### src/hw/rtl/ppmhp_pkg.sv
package ppmhp_pkg;

  typedef enum logic [2:0] {
    PH_MAGIC  = 3'd0,
    PH_WIDTH  = 3'd1,
    PH_HEIGHT = 3'd2,
    PH_MAXVAL = 3'd3,
    PH_PIXELS = 3'd4,
    PH_ERROR  = 3'd5
  } phase_t;

  localparam logic [1:0] ST_HEADER = 2'd0;
  localparam logic [1:0] ST_PIXEL  = 2'd1;
  localparam logic [1:0] ST_ERROR  = 2'd2;

  localparam logic [2:0] ERR_NONE     = 3'd0;
  localparam logic [2:0] ERR_MAGIC    = 3'd1;
  localparam logic [2:0] ERR_WIDTH    = 3'd2;
  localparam logic [2:0] ERR_HEIGHT   = 3'd3;
  localparam logic [2:0] ERR_MAXVAL   = 3'd4;
  localparam logic [2:0] ERR_TOO_LONG = 3'd5;

  localparam logic [7:0] CH_SPACE = 8'd32;
  localparam logic [7:0] CH_TAB   = 8'd9;
  localparam logic [7:0] CH_CR    = 8'd13;
  localparam logic [7:0] CH_LF    = 8'd10;
  localparam logic [7:0] CH_HASH  = 8'd35;
  localparam logic [7:0] CH_ZERO  = 8'd48;
  localparam logic [7:0] CH_NINE  = 8'd57;
  localparam logic [7:0] CH_P     = 8'd80;
  localparam logic [7:0] CH_SIX   = 8'd54;

  typedef struct packed {
    phase_t      phase;
    logic        in_gap;
    logic        in_comment;
    logic [16:0] token_value;
    logic        token_numeric;
    logic        magic_ok;
    logic [16:0] width_store;
    logic [16:0] height_store;
    logic [15:0] maxval_store;
    logic [2:0]  error_store;
  } parse_state_t;

  localparam parse_state_t PARSE_RESET = '{
    phase:         PH_MAGIC,
    in_gap:        1'b0,
    in_comment:    1'b0,
    token_value:   17'd0,
    token_numeric: 1'b1,
    magic_ok:      1'b1,
    width_store:   17'd0,
    height_store:  17'd0,
    maxval_store:  16'd0,
    error_store:   ERR_NONE
  };

endpackage

### src/hw/rtl/ppmhp_step.sv
module ppmhp_step import ppmhp_pkg::*; #(
  parameter int MAX_TOKEN_CHARS = 5,
  parameter int LEN_W = 3
) (
  input  parse_state_t     cur,
  input  logic [LEN_W-1:0] cur_len,
  input  logic [7:0]       byte_in,
  input  logic             frame_start,
  output parse_state_t     nxt,
  output logic [LEN_W-1:0] nxt_len,
  output logic [1:0]       status,
  output logic [7:0]       pixel_byte
);

  parse_state_t     s;
  logic [LEN_W-1:0] len;
  logic             ws;
  logic             is_digit;
  logic             do_add;
  logic             do_end;
  logic [16:0]      base_value;
  logic             base_numeric;
  logic             base_magic;
  logic [LEN_W-1:0] base_len;
  logic [16:0]      times_ten;

  always_comb begin
    s   = frame_start ? PARSE_RESET : cur;
    len = frame_start ? '0 : cur_len;
    nxt = s;
    nxt_len = len;
    status = ST_HEADER;
    pixel_byte = 8'd0;
    ws = (byte_in == CH_SPACE) || (byte_in == CH_TAB) ||
         (byte_in == CH_CR) || (byte_in == CH_LF);
    is_digit = (byte_in >= CH_ZERO) && (byte_in <= CH_NINE);
    do_add = 1'b0;
    do_end = 1'b0;
    base_value = s.token_value;
    base_numeric = s.token_numeric;
    base_magic = s.magic_ok;
    base_len = len;

    case (s.phase)
      PH_PIXELS: begin
        status = ST_PIXEL;
        pixel_byte = byte_in;
      end
      PH_MAGIC, PH_WIDTH, PH_HEIGHT, PH_MAXVAL: begin
        if (s.in_gap) begin
          if (s.in_comment) begin
            if (byte_in == CH_LF) begin
              nxt.in_comment = 1'b0;
            end
          end else if (!ws) begin
            if (byte_in == CH_HASH) begin
              nxt.in_comment = 1'b1;
            end else begin
              // First byte of a new token: start from a clean token.
              nxt.in_gap = 1'b0;
              base_value = 17'd0;
              base_numeric = 1'b1;
              base_magic = 1'b1;
              base_len = '0;
              do_add = 1'b1;
            end
          end
        end else if (ws) begin
          do_end = 1'b1;
        end else begin
          do_add = 1'b1;
        end
      end
      default: begin
      end
    endcase

    times_ten = {base_value[13:0], 3'b000} + {base_value[15:0], 1'b0};

    if (do_add) begin
      nxt.token_value = base_value;
      nxt.token_numeric = base_numeric;
      nxt.magic_ok = base_magic;
      nxt_len = base_len;
      if (base_len >= LEN_W'(MAX_TOKEN_CHARS)) begin
        nxt.phase = PH_ERROR;
        nxt.error_store = ERR_TOO_LONG;
      end else begin
        if (base_len == '0) begin
          if (byte_in != CH_P) nxt.magic_ok = 1'b0;
        end else if (base_len == LEN_W'(1)) begin
          if (byte_in != CH_SIX) nxt.magic_ok = 1'b0;
        end else begin
          nxt.magic_ok = 1'b0;
        end
        if (is_digit) begin
          nxt.token_value = times_ten + {13'd0, byte_in[3:0]};
        end else begin
          nxt.token_numeric = 1'b0;
        end
        nxt_len = base_len + LEN_W'(1);
      end
    end

    if (do_end) begin
      case (s.phase)
        PH_MAGIC: begin
          if (!s.magic_ok || (len != LEN_W'(2))) begin
            nxt.phase = PH_ERROR;
            nxt.error_store = ERR_MAGIC;
          end else begin
            nxt.phase = PH_WIDTH;
            nxt.in_gap = 1'b1;
            nxt.in_comment = 1'b0;
          end
        end
        PH_WIDTH: begin
          if (!s.token_numeric) begin
            nxt.phase = PH_ERROR;
            nxt.error_store = ERR_WIDTH;
          end else begin
            nxt.width_store = s.token_value;
            nxt.phase = PH_HEIGHT;
            nxt.in_gap = 1'b1;
            nxt.in_comment = 1'b0;
          end
        end
        PH_HEIGHT: begin
          if (!s.token_numeric) begin
            nxt.phase = PH_ERROR;
            nxt.error_store = ERR_HEIGHT;
          end else begin
            nxt.height_store = s.token_value;
            nxt.phase = PH_MAXVAL;
            nxt.in_gap = 1'b1;
            nxt.in_comment = 1'b0;
          end
        end
        default: begin
          // Maximum value must be numeric and below 65536.
          if (!s.token_numeric || s.token_value[16]) begin
            nxt.phase = PH_ERROR;
            nxt.error_store = ERR_MAXVAL;
          end else begin
            nxt.maxval_store = s.token_value[15:0];
            nxt.phase = PH_PIXELS;
          end
        end
      endcase
    end

    if (nxt.phase == PH_ERROR) begin
      status = ST_ERROR;
    end
  end

endmodule

### src/hw/rtl/ppm_p6_header_parser_core.sv
// PPM (P6) header parser. Bytes of a PPM file enter on the input channel
// (in_valid, in_stall, byte_in, frame_start), one word per byte; set
// frame_start on the first byte of each file to restart parsing.
// Every input word produces exactly one output word (out_valid, out_stall):
// status 0 while the header is still being read, 1 for a pixel byte that
// appears on pixel_byte, 2 once a header error is found. error_code and the
// parsed width, height and maximum value ride along with every word; an
// error holds until the next frame_start.
// The output word is registered: a byte accepted at one edge is offered on the
// output in the next cycle. Throughput is one byte per cycle, set by the
// single output register; a byte is accepted whenever that register is
// empty or is being taken in the same cycle.
// When the receiver stalls, the output word holds and in_stall rises, so
// at most one word is held back.
// Reset clears the parse state to "expecting magic" and empties the output
// register.
module ppm_p6_header_parser_core import ppmhp_pkg::*; #(
  parameter int MAX_TOKEN_CHARS = 5
) (
  input  logic        clk,
  input  logic        rst,
  input  logic        in_valid,
  output logic        in_stall,
  input  logic [7:0]  byte_in,
  input  logic        frame_start,
  output logic        out_valid,
  input  logic        out_stall,
  output logic [1:0]  status,
  output logic [2:0]  error_code,
  output logic [16:0] image_width,
  output logic [16:0] image_height,
  output logic [15:0] max_value,
  output logic [7:0]  pixel_byte
);

  localparam int LEN_W = $clog2(MAX_TOKEN_CHARS + 1);

  parse_state_t     state;
  parse_state_t     state_next;
  logic [LEN_W-1:0] token_len;
  logic [LEN_W-1:0] token_len_next;
  logic [1:0]       status_next;
  logic [7:0]       pixel_next;
  logic             accept;

  assign in_stall = out_valid && out_stall;
  assign accept = in_valid && !in_stall;

  ppmhp_step #(
    .MAX_TOKEN_CHARS(MAX_TOKEN_CHARS),
    .LEN_W(LEN_W)
  ) u_step (
    .cur(state),
    .cur_len(token_len),
    .byte_in(byte_in),
    .frame_start(frame_start),
    .nxt(state_next),
    .nxt_len(token_len_next),
    .status(status_next),
    .pixel_byte(pixel_next)
  );

  always_ff @(posedge clk) begin
    if (rst) begin
      state <= PARSE_RESET;
      token_len <= '0;
      out_valid <= 1'b0;
    end else begin
      if (accept) begin
        state <= state_next;
        token_len <= token_len_next;
        out_valid <= 1'b1;
      end else if (!out_stall) begin
        out_valid <= 1'b0;
      end
    end
  end

  always_ff @(posedge clk) begin
    if (accept) begin
      status <= status_next;
      error_code <= state_next.error_store;
      image_width <= state_next.width_store;
      image_height <= state_next.height_store;
      max_value <= state_next.maxval_store;
      pixel_byte <= pixel_next;
    end
  end

endmodule

### config.mk
export PLATFORM = sky130hd
export DESIGN_NAME = ppm_p6_header_parser_core
export DESIGN_NICKNAME = d
export VERILOG_FILES = /design/src/hw/rtl/ppmhp_pkg.sv /design/src/hw/rtl/ppmhp_step.sv /design/src/hw/rtl/ppm_p6_header_parser_core.sv
export SDC_FILE = /design/constraint.sdc
export NUM_CORES = 1
export LEC_CHECK = 0
export BUFFER_PORTS_ARGS = -buffer_cell sky130_fd_sc_hd__buf_2
export CAP_MARGIN = 20
export CORE_ASPECT_RATIO = 0.75
export CORE_UTILIZATION = 40
export CTS_CLUSTER_SIZE = 40
export DETAILED_ROUTE_END_ITERATION = 16
export PLACE_DENSITY = 0.64
export REMOVE_ABC_BUFFERS = 1
export SLEW_MARGIN = 20
export SYNTH_ARGS = -nofsm -noshare
export SYNTH_HDL_FRONTEND = slang
export SYNTH_HIERARCHICAL = 1
export SYNTH_SLANG_ARGS = --single-unit
### constraint.sdc
create_clock -name clk -period 3.7 [get_ports clk]
set_input_delay 0 -clock clk [delete_from_list [all_inputs] [get_ports clk]]
set_output_delay 0 -clock clk [all_outputs]
set_load 0.005 [all_outputs]
==> impl_metrics.tcl <==
set metrics [dict create \
    status "complete, no violations" \
    wire_per_inst_um 15.2 \
    cp.arrival_ns 3.80 \
    num_rows 45 \
    path_max_fanout 13 \
    die_h_um 128 \
    seqCellArea_um2 3510 \
    globalRoute.totalOverflow 0 \
    cp.required_ns 4.00 \
    ios 78 \
    syn_area_per_cell_um2 9.90 \
    multi_input_comb_area_um2 4470 \
    critPathLaunchType "register" \
    core_area_um2 20500 \
    fin_crit_sh_pct 94.7 \
    p_leak_nw 3.84 \
    maxCapViolCount 0 \
    crit_chain "nor2_2 -> and3_1 -> a21oi_1 -> buf_4 -> and2_1 -> fa_1 -> inv_1 -> fa_1 -> nor2b_1 -> o2111ai_2 -> nand4b_1 -> a41oi_1 -> xor2_1 -> a22o_1 -> nand2b_1 -> mux2i_1" \
    syn_inst 856 \
    syn_area_um2 8470 \
    cp_common_cell "fa_1" \
    finalHoldViolations 0 \
    area_growth_pct 12.5 \
    numCtsBuffers 17 \
    diodes 0 \
    grt_start_max_net_pins 162 \
    fin_crit_ns 3.50 \
    critPathCaptureType "register" \
    gp_congestion 0.863 \
    dp_hpwl_um 11700 \
    cts_root_buffer "clkbuf_16" \
    crit_family "simple AND/OR/NAND/NOR gates" \
    final_layout_size_suffix_gt1_share_pct 15.3 \
    pre_cts_slack_ns 0.0298 \
    route.detailed.drc 0 \
    ys_seq_area_share_pct 41.5 \
    grt_usage_pct 17.8 \
    antenna_found_initial 0 \
    synth_edf_count 63 \
    cp_slowest_cell "fa_1" \
    max_freq_mhz 285 \
    nFillCells 1977 \
    synth_area_leaders "edfxtp_1, dfxtp_1, nand2b_1, mux2i_1, ha_1" \
    nNetsFinal 975 \
    slew_headroom_pct 33.4 \
    clk_pin_slew_worst_paths_ns 0.06 \
    htree_levels 4 \
    postLayoutSetupSlackWorst_ns 0.197 \
    grt_pass1_wl_um 30200 \
    drv_slew 0 \
    cts_buffer_depth 2 \
    ys_async_sr_fraction_pct 0 \
    start_util_pct 41.3 \
    place.port_buffers 77 \
    clock-sinks 144 \
    viasPerCell 5.07 \
    synth_top_area_share_pct 22.3 \
    worst-setup-path-type "reg2reg" \
    tightest_slew_ns 0.995 \
    dr.pass1.iters 6 \
    cts_tree "yes" \
    ir_worst_vdd_mv 0.268 \
    yosys_most_used_dff "dfxtp_1" \
    synth_cell_types 69 \
    p_per_area_nw_per_um2 364 \
    cts_setup_buffers 0 \
    die_w_um 170 \
    cp_slowest_stage_delay_ns 0.54 \
    yosysWarnings 6 \
    synth_top_area_cell "edfxtp_1" \
    antenna_left 0 \
    ys_ff_latch 144 \
    holdWs_ns 0.0682 \
    skew_ns 0.0100 \
    grt_pass1_vias 5754 \
    drt_iter0_drc 624 \
    crit_buf_inv 2 \
    synth_most_common_cell "nand2b_1" \
    clk_latency_ns 0.43 \
    finalSetupViolCount 0 \
    wl_um 18600 \
    die_area_um2 21800 \
    synth_common_cells "nand2b_1, mux2i_1, nand2_1" \
    hold_class "in2reg" \
    route.vias.total 6206 \
]
## what timing repair did
action                                  4_1_cts  5_1_grt
resized for setup                             0        4
hold endpoints to repair                      6        0
endpoints found under the setup margin        0        4
hold buffers                                  7        0
## metrics by stage
stage | util (%) | std cells | setup TNS [ns] | total power, mW | cell area, um2
global placement | 43.6 | 1185 | 0 | 1.98 | 8930
floorplan | - | 805 | -313.11 | 1.90 | 8000
finish | 46.5 | 1224 | 0 | 3.47 | 9530
global route | 46.5 | 1224 | -0.00837 | 3.60 | 9530
detailed placement | 43.6 | 1185 | 0 | 1.98 | 8930
CTS | 46.4 | 1224 | 0 | 3.52 | 9510
## report_power, final
group | switching [mW] | internal, mW
sequential | 0.0144 | 1.69
combinational | 0.139 | 0.109
clock | 0.666 | 0.852
## routing by layer
layer	vias to the layer above	GRT usage [%]	part of all wire, %
met5	-	0	0
met4	0	6.62	1.3
met3	23	3.86	5.9
met2	168	24.0	39
met1	2878	27.1	54
li1	3137	-	-
## state kept, by name, indices dropped and copies added, names as in the netlist
name and count:
image_width 17, token_len 3, pixel_byte 8, status 2, state 77, max_value 16
out_valid 1, error_code 3, image_height 17
## placed cells by master (no fill, tap or decap), drive strengths merged, types with 10 or more instances in the layout
master / netlist / final
a21oi: 44 / 44
a22o: 17 / 17
and2: 26 / 26
buf: 32 / 98
clkbuf: 19 / 22
dfxtp: 81 / 81
edfxtp: 63 / 63
ha: 31 / 31
inv: 10 / 11
mux2i: 98 / 98
nand2: 91 / 91
nand2b: 157 / 157
nand3: 10 / 10
nor2: 51 / 51
nor3: 12 / 12
o21ai: 14 / 14
## cell families (layout without fill, tap and decap cells)
| group | count (synthesis) | after routing | synth area share, % |
|---|---|---|---|
| AND/OR/NAND/NOR | 379 | 379 | 24.1 |
| AO/OA/AOI/OAI | 128 | 128 | 10.5 |
| multiplexers | 98 | 98 | 11.6 |
| buffers and inverters | 61 | 147 | 5.95 |
| adder cells (fa/ha/maj) | 33 | 33 | 5.05 |
| XOR/XNOR | 13 | 13 | 1.34 |
| flip-flops | 144 | 144 | 41.5 |
## area by class of cell
class,instances,area share (%)
Sequential cell,144,36.9
Timing Repair Buffer,105,6.76
Inverter,10,0.394
Clock buffer,22,4.66
Tap cell,282,3.70
Multi-Input combinational cell,651,46.9
Clock inverter,10,0.683
## worst reg2reg max path, stage by stage (launching register included)
cell	delay (ns)
dfxtp_1	0.31
nor2_2	0.18
and3_1	0.18
a21oi_1	0.07
buf_4	0.19
and2_1	0.20
fa_1	0.54
inv_1	0.07
fa_1	0.46
nor2b_1	0.21
o2111ai_2	0.18
nand4b_1	0.17
a41oi_1	0.15
xor2_1	0.18
a22o_1	0.18
nand2b_1	0.06
mux2i_1	0.06
## final timing paths
path / start / endpoint / slack [ns] / depth (start not counted)
min: byte_in[1] / pixel_byte[1] / 0.07 / 2
min reg2reg: state[41] / state[41] / 0.47 / 2
max: state[72] / state[71] / 0.20 / 16
max reg2reg: state[72] / state[71] / 0.20 / 16
No activity file was read; power rests on OpenSTA's default activity.
